File: src/timed_event_table_macros.svh
// ---------------------------------------------------------------------------
// timed_event_table assertion macros
// Concurrent check wrappers; they expand to nothing when SYNTH is defined.
// ---------------------------------------------------------------------------
`ifndef TIMED_EVENT_TABLE_MACROS_SVH
`define TIMED_EVENT_TABLE_MACROS_SVH

`ifndef SYNTH
// Clocked check, switched off while reset is asserted
`define TET_ASSERT_RST(lbl, clk, rst, prop, msg) \
  lbl: assert property (@(posedge clk) disable iff (rst) prop) else $error(msg);
// Clocked check that also holds through reset
`define TET_ASSERT(lbl, clk, prop, msg) \
  lbl: assert property (@(posedge clk) prop) else $error(msg);
`else
`define TET_ASSERT_RST(lbl, clk, rst, prop, msg)
`define TET_ASSERT(lbl, clk, prop, msg)
`endif

`endif

File: src/tet_pkg.sv
// ---------------------------------------------------------------------------
// tet_pkg
// Shared types and constants of the timed event table.
// ---------------------------------------------------------------------------
package tet_pkg;

  localparam int NUM_SLOTS_DEFAULT = 16;
  localparam int MAX_FIRES         = 16;
  localparam int FIRE_CNT_W        = 5;
  localparam int TIME_W            = 32;
  localparam int ID_W              = 8;
  localparam int SLOT_W            = 4;

  typedef enum logic [1:0] {
    CMD_SCHEDULE = 2'd0,
    CMD_CHECK    = 2'd1,
    CMD_CANCEL   = 2'd2,
    CMD_UNUSED   = 2'd3
  } tet_cmd_t;

  typedef enum logic [1:0] {
    ST_IDLE,
    ST_SCAN,
    ST_FINISH
  } tet_state_t;

  typedef struct packed {
    tet_cmd_t            command;
    logic [TIME_W-1:0]   now_ms;
    logic [TIME_W-1:0]   lead_ms;
    logic [TIME_W-1:0]   interval_ms;
    logic [ID_W-1:0]     event_id;
  } tet_req_t;

  typedef struct packed {
    logic              ok;
    logic              fired;
    logic [ID_W-1:0]   fired_id;
    logic [SLOT_W-1:0] slot;
    logic              last;
  } tet_resp_t;

  // One table entry as held in the slot memory
  typedef struct packed {
    logic [TIME_W-1:0] trigger;
    logic [TIME_W-1:0] interval;
    logic [ID_W-1:0]   event_id;
  } tet_entry_t;

  // Write-back control from the sequencer to the slot store
  typedef struct packed {
    logic mem_we;
    logic set_active;
    logic clr_active;
  } tet_wr_t;

endpackage

File: src/timed_event_table.sv
// ---------------------------------------------------------------------------
// timed_event_table
// Table of timed one-shot and periodic events driven by commands.
// ---------------------------------------------------------------------------
//
//   channel   | handshake            | word
//   ----------+----------------------+-------------------------------------
//   command   | start / busy         | request  (command, times, event id)
//   result    | done (one-cycle)     | response (ok, fired, id, slot, last)
//
// Scan: every command walks the slots one per cycle through the slot
//   memory's single read port (schedule and cancel stop at the first hit,
//   a check ends in a closing state). Schedule, cancel and unused-command
//   words appear in the cycle after their slot is evaluated; a check holds
//   each fire back until the next fire or its closing state, so that the
//   final word carries last.
// Reset: rst clears the active and written flags at once; no clearing pass.
// Stalls: the receiver cannot hold results off; start is ignored while busy.
//
`include "timed_event_table_macros.svh"

module timed_event_table #(
  parameter int NUM_SLOTS = tet_pkg::NUM_SLOTS_DEFAULT
) (
  input  logic               clk,
  input  logic               rst,
  input  logic               start,
  input  tet_pkg::tet_req_t  request,
  output logic               busy,
  output logic               done,
  output tet_pkg::tet_resp_t response
);
  import tet_pkg::*;

  localparam int IDX_W = (NUM_SLOTS > 1) ? $clog2(NUM_SLOTS) : 1;

  logic             rd_en;
  logic [IDX_W-1:0] rd_idx;
  logic             rd_active;
  tet_entry_t       rd_entry;
  tet_wr_t          wr;
  logic [IDX_W-1:0] wr_idx;
  tet_entry_t       wr_entry;
  logic             emit;
  tet_resp_t        emit_res;

  // Scan sequencer: reads one slot per cycle and writes it back after a look
  tet_ctrl #(.NUM_SLOTS(NUM_SLOTS)) u_ctrl (
    .clk       (clk),
    .rst       (rst),
    .start     (start),
    .request   (request),
    .busy      (busy),
    .rd_en     (rd_en),
    .rd_idx    (rd_idx),
    .rd_active (rd_active),
    .rd_entry  (rd_entry),
    .wr        (wr),
    .wr_idx    (wr_idx),
    .wr_entry  (wr_entry),
    .emit      (emit),
    .emit_res  (emit_res)
  );

  // Slot memory and flags
  tet_store #(.NUM_SLOTS(NUM_SLOTS)) u_store (
    .clk       (clk),
    .rst       (rst),
    .rd_en     (rd_en),
    .rd_idx    (rd_idx),
    .rd_active (rd_active),
    .rd_entry  (rd_entry),
    .wr        (wr),
    .wr_idx    (wr_idx),
    .wr_entry  (wr_entry)
  );

  // Register each result word onto the ports for exactly one cycle
  always_ff @(posedge clk) begin
    if (rst) begin
      done <= 1'b0;
    end else begin
      done <= emit;
    end
  end

  always_ff @(posedge clk) begin
    if (emit) begin
      response <= emit_res;
    end
  end

  // A taken command keeps the block busy in the next cycle
  `TET_ASSERT_RST(a_accept_busy, clk, rst, (start && !busy) |=> busy, "busy not raised")
  // The closing word of a command is never directly followed by another word
  `TET_ASSERT_RST(a_last_gap, clk, rst, (done && response.last) |=> !done, "word after last")

endmodule

File: src/tet_store.sv
// ---------------------------------------------------------------------------
// tet_store
// Slot memory with a registered read, plus active and written flags.
// ---------------------------------------------------------------------------
module tet_store #(
  parameter int  NUM_SLOTS = tet_pkg::NUM_SLOTS_DEFAULT,
  localparam int IDX_W     = (NUM_SLOTS > 1) ? $clog2(NUM_SLOTS) : 1
) (
  input  logic                clk,
  input  logic                rst,
  input  logic                rd_en,
  input  logic [IDX_W-1:0]    rd_idx,
  output logic                rd_active,
  output tet_pkg::tet_entry_t rd_entry,
  input  tet_pkg::tet_wr_t    wr,
  input  logic [IDX_W-1:0]    wr_idx,
  input  tet_pkg::tet_entry_t wr_entry
);
  import tet_pkg::*;

  tet_entry_t           mem [NUM_SLOTS];
  logic [NUM_SLOTS-1:0] active;
  logic [NUM_SLOTS-1:0] written;
  tet_entry_t           rd_raw;
  logic                 rd_written;

  always_ff @(posedge clk) begin
    if (wr.mem_we) begin
      mem[wr_idx] <= wr_entry;
    end
    if (rd_en) begin
      rd_raw     <= mem[rd_idx];
      rd_active  <= active[rd_idx];
      rd_written <= written[rd_idx];
    end
  end

  always_ff @(posedge clk) begin
    if (rst) begin
      active  <= '0;
      written <= '0;
    end else begin
      if (wr.set_active) begin
        active[wr_idx]  <= 1'b1;
        written[wr_idx] <= 1'b1;
      end else if (wr.clr_active) begin
        active[wr_idx] <= 1'b0;
      end
    end
  end

  // An entry never scheduled reads with id zero
  always_comb begin
    rd_entry          = rd_raw;
    rd_entry.event_id = rd_written ? rd_raw.event_id : '0;
  end

endmodule

File: src/tet_ctrl.sv
// ---------------------------------------------------------------------------
// tet_ctrl
// Slot scan sequencer: issues reads, evaluates each slot and writes back.
// ---------------------------------------------------------------------------
`include "timed_event_table_macros.svh"

module tet_ctrl #(
  parameter int  NUM_SLOTS = tet_pkg::NUM_SLOTS_DEFAULT,
  localparam int IDX_W     = (NUM_SLOTS > 1) ? $clog2(NUM_SLOTS) : 1
) (
  input  logic                clk,
  input  logic                rst,
  input  logic                start,
  input  tet_pkg::tet_req_t   request,
  output logic                busy,
  output logic                rd_en,
  output logic [IDX_W-1:0]    rd_idx,
  input  logic                rd_active,
  input  tet_pkg::tet_entry_t rd_entry,
  output tet_pkg::tet_wr_t    wr,
  output logic [IDX_W-1:0]    wr_idx,
  output tet_pkg::tet_entry_t wr_entry,
  output logic                emit,
  output tet_pkg::tet_resp_t  emit_res
);
  import tet_pkg::*;

  localparam logic [IDX_W-1:0] LAST_IDX = IDX_W'(NUM_SLOTS - 1);

  tet_state_t             state, state_next;
  tet_req_t               req;
  logic [TIME_W-1:0]      sched_trig;
  logic                   rd_done;
  logic                   ev_valid;
  logic [IDX_W-1:0]       ev_idx;
  logic [FIRE_CNT_W-1:0]  fire_cnt;
  logic                   pend_valid;
  logic [ID_W-1:0]        pend_id;
  logic [SLOT_W-1:0]      pend_slot;

  logic accept, eval_go, ev_last, due, id_match, fire, finish;

  assign accept = start && (state == ST_IDLE);
  assign busy   = (state != ST_IDLE);
  assign rd_en  = (state == ST_SCAN) && !rd_done;
  assign wr_idx = ev_idx;

  // Slot decode
  always_comb begin
    eval_go  = (state == ST_SCAN) && ev_valid;
    ev_last  = (ev_idx == LAST_IDX);
    due      = rd_active && (req.now_ms >= rd_entry.trigger);
    id_match = (rd_entry.event_id == req.event_id);
    fire     = eval_go && (req.command == CMD_CHECK) && due;
    finish   = 1'b0;
    if (eval_go) begin
      case (req.command)
        CMD_SCHEDULE: finish = !rd_active || ev_last;
        CMD_CHECK:    finish = ev_last ||
                               (fire && (fire_cnt == FIRE_CNT_W'(MAX_FIRES - 1)));
        CMD_CANCEL:   finish = id_match || ev_last;
        default:      finish = 1'b1;
      endcase
    end
  end

  // Next state
  always_comb begin
    state_next = state;
    case (state)
      ST_IDLE: begin
        if (start) state_next = ST_SCAN;
      end
      ST_SCAN: begin
        if (finish) state_next = (req.command == CMD_CHECK) ? ST_FINISH : ST_IDLE;
      end
      ST_FINISH: state_next = ST_IDLE;
      default:   state_next = ST_IDLE;
    endcase
  end

  // Outputs: results and write-back
  always_comb begin
    emit     = 1'b0;
    emit_res = '0;
    wr       = '0;
    wr_entry = rd_entry;
    case (state)
      ST_SCAN: begin
        if (eval_go) begin
          case (req.command)
            CMD_SCHEDULE: begin
              if (!rd_active) begin
                wr.mem_we         = 1'b1;
                wr.set_active     = 1'b1;
                wr_entry.trigger  = sched_trig;
                wr_entry.interval = req.interval_ms;
                wr_entry.event_id = req.event_id;
                emit              = 1'b1;
                emit_res.ok       = 1'b1;
                emit_res.fired_id = req.event_id;
                emit_res.slot     = SLOT_W'(ev_idx);
                emit_res.last     = 1'b1;
              end else if (ev_last) begin
                emit          = 1'b1;
                emit_res.last = 1'b1;
              end
            end
            CMD_CHECK: begin
              if (due) begin
                if (rd_entry.interval != '0) begin
                  wr.mem_we        = 1'b1;
                  wr_entry.trigger = rd_entry.trigger + rd_entry.interval;
                end else begin
                  wr.clr_active = 1'b1;
                end
                // Release the previous fire now that a later one exists
                if (pend_valid) begin
                  emit              = 1'b1;
                  emit_res.ok       = 1'b1;
                  emit_res.fired    = 1'b1;
                  emit_res.fired_id = pend_id;
                  emit_res.slot     = pend_slot;
                end
              end
            end
            CMD_CANCEL: begin
              if (id_match) begin
                wr.clr_active = 1'b1;
                emit          = 1'b1;
                emit_res.ok   = 1'b1;
                emit_res.slot = SLOT_W'(ev_idx);
                emit_res.last = 1'b1;
              end else if (ev_last) begin
                emit          = 1'b1;
                emit_res.last = 1'b1;
              end
            end
            default: begin
              emit          = 1'b1;
              emit_res.last = 1'b1;
            end
          endcase
        end
      end
      ST_FINISH: begin
        emit          = 1'b1;
        emit_res.ok   = 1'b1;
        emit_res.last = 1'b1;
        if (pend_valid) begin
          emit_res.fired    = 1'b1;
          emit_res.fired_id = pend_id;
          emit_res.slot     = pend_slot;
        end
      end
      default: ;
    endcase
  end

  always_ff @(posedge clk) begin
    if (rst) begin
      state      <= ST_IDLE;
      rd_done    <= 1'b0;
      ev_valid   <= 1'b0;
      fire_cnt   <= '0;
      pend_valid <= 1'b0;
    end else begin
      state <= state_next;
      if (accept) begin
        rd_done    <= 1'b0;
        ev_valid   <= 1'b0;
        fire_cnt   <= '0;
        pend_valid <= 1'b0;
      end else begin
        ev_valid <= rd_en;
        if (rd_en && (rd_idx == LAST_IDX)) rd_done <= 1'b1;
        if (fire) begin
          pend_valid <= 1'b1;
          fire_cnt   <= fire_cnt + 1'b1;
        end
      end
    end
  end

  always_ff @(posedge clk) begin
    if (accept) begin
      req        <= request;
      sched_trig <= request.now_ms + request.lead_ms;
      rd_idx     <= '0;
    end else if (rd_en && (rd_idx != LAST_IDX)) begin
      rd_idx <= rd_idx + 1'b1;
    end
    if (rd_en) ev_idx <= rd_idx;
    if (fire) begin
      pend_id   <= rd_entry.event_id;
      pend_slot <= SLOT_W'(ev_idx);
    end
  end

  `TET_ASSERT_RST(a_emit_busy, clk, rst, emit |-> (state != ST_IDLE), "result outside a command")
  `TET_ASSERT_RST(a_fire_cap, clk, rst, fire_cnt <= FIRE_CNT_W'(MAX_FIRES), "fire count overrun")
  `TET_ASSERT_RST(a_pend_check, clk, rst, pend_valid |-> (req.command == CMD_CHECK), "pending fire outside check")

endmodule
File: config.mk
export PLATFORM = sky130hd
export DESIGN_NAME = timed_event_table
export DESIGN_NICKNAME = d
export VERILOG_FILES = /design/src/tet_pkg.sv /design/src/timed_event_table.sv /design/src/tet_store.sv /design/src/tet_ctrl.sv
export VERILOG_INCLUDE_DIRS = /design/src /design/src/src
export SDC_FILE = /design/constraint.sdc
export NUM_CORES = 2
export LEC_CHECK = 0
export ABC_AREA = 1
export ABC_CLOCK_PERIOD_IN_PS = 11600
export BUFFER_PORTS_ARGS = -buffer_cell sky130_fd_sc_hd__buf_2
export CORE_ASPECT_RATIO = 1.4
export CORE_MARGIN = 2
export CORE_UTILIZATION = 40
export DETAILED_ROUTE_END_ITERATION = 12
export GPL_TIMING_DRIVEN = 1
export SKIP_CTS_REPAIR_TIMING = 1
export SYNTH_ARGS = -nofsm -noshare
export SYNTH_HDL_FRONTEND = slang
export SYNTH_HIERARCHICAL = 1
export SYNTH_SLANG_ARGS = --single-unit
export TNS_END_PERCENT = 10
File: constraint.sdc
create_clock -name clk -period 11.6 [get_ports clk]
set_input_delay 3.48 -clock clk [delete_from_list [all_inputs] [get_ports clk]]
set_output_delay 3.48 -clock clk [all_outputs]
set_load 0.01 [all_outputs]
# Word-level counts from Yosys, hierarchy flattened
# Memories as Yosys holds them, arrays and structs flattened. A register that Yosys moved wholly into a read port is not among the register bits.
# Cells that the tools add are included.
[classes]
add_sub_neg = 4
magnitude_cmp = 4
eq_ne = 11
mux = 56
bitwise = 4
n_reduce_logical = 22
[ops]
columns = ["operator", "count"]
rows = [
  ["two-way mux 72 bit", 3],
  ["adder 32 bit", 2],
  ["two-way mux 32 bit", 2],
  ["one-hot mux 32 bit (2 select lines)", 1],
  ["two-way mux 40 bit", 1],
  [">= comparator 32 bit", 1],
  ["two-way mux 16 bit", 2],
  ["bitwise OR 16 bit", 2],
  ["nonzero test 32 bit", 1],
  ["one-hot mux 15 bit (2 select lines)", 1],
  ["two-way mux 14 bit", 2],
  ["two-way mux 1 bit", 20],
  ["bitwise AND 16 bit", 1],
  ["NOT 16 bit", 1],
  ["one-hot mux 8 bit (2 select lines)", 1],
  ["two-way mux 15 bit", 1],
  ["two-way mux 13 bit", 1],
  ["two-way mux 12 bit", 1],
  ["one-hot mux 1 bit (3 select lines)", 4],
  ["one-hot mux 4 bit (3 select lines)", 1],
  ["logical AND 1 bit", 10],
  ["< comparator 4 x 5 -> 1 bit (second input constant)", 2],
  ["binary-select mux 1 bit (select 4 bit)", 2],
  ["equality test 4 bit (second input constant)", 2],
  ["other kinds (23)", 36],
]
[word_totals]
regBits = 186
ramBits = 1152
in_bits = 109
output_inout_bits = 17
elab_cells = 126
n_memories = 1
[memory_table]
columns = ["memory", "words", "word_bits", "read_ports", "rd_clocked_by_memory_dff", "wr", "line", "source"]
rows = [
  ["u_store.mem", 16, 72, 1, 1, 1, "tet_store.sv:21", "tet_entry_t mem [NUM_SLOTS];"],
]

# Depth between registers and ports, before layout
[logic_depth]
word_depth = 10
depth_mapped = 21

# Cells and area by module
# Netlist, hierarchy kept.
[modules_own_cells]
columns = ["module", "n_inst", "cells_per_inst", "area_each_um2", "seq_area_each_um2"]
rows = [
  ["tet_store", 1, 5041, 53830.4, 37455.9],
  ["tet_ctrl", 1, 1449, 10916.7, 3943.8],
  ["timed_event_table", 1, 18, 480.5, 470.5],
]

# Worst setup path before layout
# OpenSTA, ideal clock, no wires.
[synth_path]
path_kind = "register -> register"
start = "register u_ctrl/req[104] (netlist name)"
end = "memory u_store/mem[15][0] (netlist name), enable pin"
setup_ns = 0.591
t_arrival_ns = 6.845
setup_slack_ns = 4.164
stages_incl_launch_ff = 12
n_path_buf = 1
period_less_slack_ns = 7.436
path_cell_list = "edfxtp_1 > inv_1 > ha_1 > clkinv_1 > nor2_2 > inv_1 > nor2_1 > clkinv_1 > clkbuf_1 > o21ai_0 > inv_1 > nor3_1"
[synth_lines]
columns = ["element", "line", "source"]
rows = [
  ["start: declaration", "tet_ctrl.sv:31", "tet_req_t req;"],
  ["start signal: assignment", "tet_ctrl.sv:187", "req <= request;"],
  ["end: declaration", "tet_store.sv:21", ""],
]

==> run summary <==
* **dominant cell type by area after synthesis** sky130_fd_sc_hd__edfxtp_1
* **Final TNS setup** 0 ns
* **via count** 44700
* **Vias/cell** 5.11
* **first element of the critical path** u_ctrl/req[104]
* **H-Tree Depth** 4
* **maximum fanout along the worst path** 55
* **worst setup path class** reg -> reg
* **sum of internal, switching and leakage power** 0.0128 W
* **Clock Root Buffer** sky130_fd_sc_hd__clkbuf_16
* **Boundary Pins** 126
* **pwr/cell area** 179 mW/mm^2
* **RSZ-0062 raised after global routing** no
* **Remaining DRCs** 0
* **Worst Path Arrival** 5.98 ns
* **sequential fraction of the synthesis area** 64.2%
* **Initial Util** 40.2%
* **via count of the first global-routing pass** 42600
* **Top FF cell, synth** sky130_fd_sc_hd__edfxtp_1
* **antenna violations before repair** 16
* **total congestion overflow after global routing** 0
* **fmax** 179 MHz
* **share of synthesized flip-flops with an asynchronous set or reset** 0%
* **Slowest-stage cell, CP** sky130_fd_sc_hd__buf_4
* **VDD IR-drop max** 0.000164 V
* **Placer Congestion** 0.911
* **largest net degree at the start of global routing** 182
* **period utilization** 48.1%
* **clock latency of the later-clocked register in the worst-skew pair** 0.78 ns
* **number of nets produced by synthesis** 6724
* **number of buffers on the longest clock path** 3
* **mean instance size in the synthesized netlist** 10.0 um^2
* **number of cells produced by synthesis** 6508
* **die outline width** 345 um
* **area share of the leading cell type in the synthesized netlist** 62.7%
* **CORE AREA** 0.162 mm^2
* **area enclosed by the die boundary** 0.166 mm^2
* **Critical Path Source Type** register
* **setup-violating endpoint count in the final report** 0
* **total standard cell area after synthesis** 0.0652 mm^2
* **largest stage delay on the critical path** 0.67 ns
* **clock tree from TritonCTS** yes
* **r2r endpoint** u_store/mem[14][54]
* **Die Ht** 482 um
* **number of buffers created by CTS** 135
* **layout cell share with drive strength beyond 1** 6.84%
* **warnings from Yosys** 6
* **endpoint class of the critical path** register
* **final critical delay including setup and external delays** 5.58 ns
* **final-layout worst hold slack** 0.460 ns
* **actual slew at the worst max-slew pin** 1.35 ns
* **final hold violation count** 0
* **worst slew margin relative to its limit** 9.36%
* **number of maximum-capacitance constraint violations** 0
* **status** completed
* **most frequent standard cell in the layout excluding fill and tap cells** sky130_fd_sc_hd__nand2_1
* **number of DRC violations after detailed-routing iteration 0** 3890
* **minimum setup slack among reg-to-reg paths** 6.02 ns
* **final net count** 6732
* **reg2reg start** u_ctrl/req[104]
* **number of enable-type register cells in the synthesized netlist** 1363
* **clock-pin slew on the worst setup and hold paths** 0.06 ns
* **GRT Total Usage** 20.7%
* **Max Clock Skew** 0.0294 ns
* **first-pass iteration count of the detailed router** 6
* **R2R cell count** 16
* **Critical Path, Cell by Cell** inv_1 > ha_1 > clkinv_1 > buf_4 > nor2_2 > inv_1 > nor2_4 > buf_4 > clkinv_1 > buf_4 > o21ai_0 > inv_1 > buf_4 > nor2_4 > buf_4 > buf_4
* **count of buffers from port buffering** 125
* **crit-path most repeated cell** sky130_fd_sc_hd__buf_4
* **number of standard-cell rows in the floorplan** 175
* **max-slew violation count** 0
* **global-route wire length before repair** 261000 um
* **required time of the critical path** 12.00 ns
* **total of flip-flops plus latches after synthesis** 1410
* **total detailed-routing wirelength** 173000 um
* **area overhead of the layout relative to synthesis** 9.32%
* **number of routed nets with antenna violations** 0
* **leading cell types in the layout, fill and taps excluded** sky130_fd_sc_hd__nand2_1 (1982), sky130_fd_sc_hd__edfxtp_1 (1363), sky130_fd_sc_hd__inv_1 (1067), sky130_fd_sc_hd__nand3_1 (937), sky130_fd_sc_hd__a21oi_1 (190)
* **largest cells by area after synthesis** sky130_fd_sc_hd__edfxtp_1 (63%), sky130_fd_sc_hd__nand2_1 (11%), sky130_fd_sc_hd__nand3_1 (7.2%), sky130_fd_sc_hd__inv_1 (6.2%), sky130_fd_sc_hd__ha_1 (2.0%)
* **number of sinks on the clock net** 1410
* **half-perimeter wire length after detailed placement** 99100 um
* **Leakage** 29.8 nW
* **Hold/Removal Path Class** reg -> reg
* **per-cell routed wire length** 19.8 um
* **end of the critical path** u_store/mem[14][54]
* **number of different library cells in the post-synthesis netlist** 50
-- where the power goes --
group          internal (W)  total [W]  switching (W)
combinational      0.000715    0.00256        0.00184
clock               0.00229    0.00421        0.00192
sequential          0.00587    0.00600       0.000138
total               0.00887     0.0128        0.00390
-- cell families after synthesis --
family                     count (synthesis)  share of synthesized area (%)
xor gates and xnor gates                  55                          0.739
DFF                                     1410                           64.2
adders and majority gates                107                           2.08
AOI/OAI and AO/OA                        407                           3.30
and+or+nand+nor                         3098                           19.9
buffers and inverters                   1431                           9.79
-- Yosys cell counts, types with 7 or more instances --
cell type                     n
sky130_fd_sc_hd__nor4_1      12
sky130_fd_sc_hd__or2_2       10
sky130_fd_sc_hd__ha_1       105
sky130_fd_sc_hd__nor3_1      18
sky130_fd_sc_hd__edfxtp_1  1363
sky130_fd_sc_hd__clkbuf_1    54
sky130_fd_sc_hd__xnor2_1     22
sky130_fd_sc_hd__nand3_1    937
sky130_fd_sc_hd__a21oi_1    191
sky130_fd_sc_hd__nand2_1   1982
sky130_fd_sc_hd__o21ai_0    139
sky130_fd_sc_hd__o22ai_1      7
sky130_fd_sc_hd__buf_1       10
sky130_fd_sc_hd__buf_4       85
sky130_fd_sc_hd__o21bai_1     9
sky130_fd_sc_hd__xor2_1      33
sky130_fd_sc_hd__nand4_1     18
sky130_fd_sc_hd__nor2_1     107
sky130_fd_sc_hd__inv_1     1071
sky130_fd_sc_hd__dfxtp_1     47
sky130_fd_sc_hd__buf_2      135
sky130_fd_sc_hd__o21ai_1     26
sky130_fd_sc_hd__buf_6       69
sky130_fd_sc_hd__a31oi_1     10
-- critical path, delay by kind of cell, from the launching register on --
kind	cells	cell delay, ns
compound gates	1	0.17
flops	1	0.45
buf+inv	11	3.24
fa+ha+maj	1	0.18
simple gates	3	1.03
-- worst min path at each step --
stage | startpoint | endpoint | slack (ns) | cells past startpoint
3_5_place_dp | u_store/written[10] | u_store/written[10] | 0.45 | 2
6_report | u_store/written[14] | u_store/written[14] | 0.46 | 2
4_1_cts | u_store/written[10] | u_store/written[10] | 0.46 | 2
2_1_floorplan | u_store/written[10] | u_store/written[10] | 0.43 | 2
3_3_place_gp | u_store/written[2] | u_store/written[2] | 0.44 | 2
5_1_grt | u_store/written[5] | u_store/written[5] | 0.48 | 2
-- routing by layer --
| layer | GRT usage (%) | wire length [um] | vias up |
|---|---|---|---|
| met3 | 3.26 | 11600 | 348 |
| met4 | 7.76 | 5840 | 16 |
| met5 | 0 | 93 | - |
| met1 | 26.8 | 71900 | 21500 |
| li1 | - | - | 21300 |
| met2 | 34.9 | 84000 | 1567 |
-- cell type report --
type | instances | area, um^2
diodes | 2 | 5.00
clock buffers | 164 | 3560
clock inverters | 78 | 588
fillers | 15100 | 90900
inverters | 1078 | 4100
multi-input cells | 3667 | 17100
flip-flops and latches | 1410 | 41900
well taps | 2124 | 2660
repair buffers | 224 | 1410
-- metrics by stage --
stage | area (um^2) | std cells | setup slack, ns | util (%)
CTS | 71300 | 8745 | 5.94 | 43.9
global placement | 67200 | 8503 | 5.51 | 41.4
global route | 71300 | 8746 | 5.70 | 43.9
detailed placement | 67200 | 8503 | 5.58 | 41.4
floorplan | 65200 | 6508 | 4.16 | -
finish | 71300 | 8747 | 6.02 | 43.9
-- flip-flops by register name (all words and copies together) (netlist names), 2 cells and up, named ones only --
| name | count |
|---|---|
| u_ctrl/sched_trig | 32 |
| u_ctrl/wr_idx | 4 |
| u_ctrl/rd_idx | 4 |
| response | 15 |
| u_store/rd_raw | 8 |
| u_ctrl/fire_cnt | 5 |
| u_ctrl/pend_id | 8 |
| u_store/rd_entry | 64 |
| u_ctrl/state | 2 |
| u_store/mem | 1152 |
| u_store/written | 16 |
| u_ctrl/req | 74 |
| u_ctrl/pend_slot | 4 |
(Power assumes the default switching activity.)
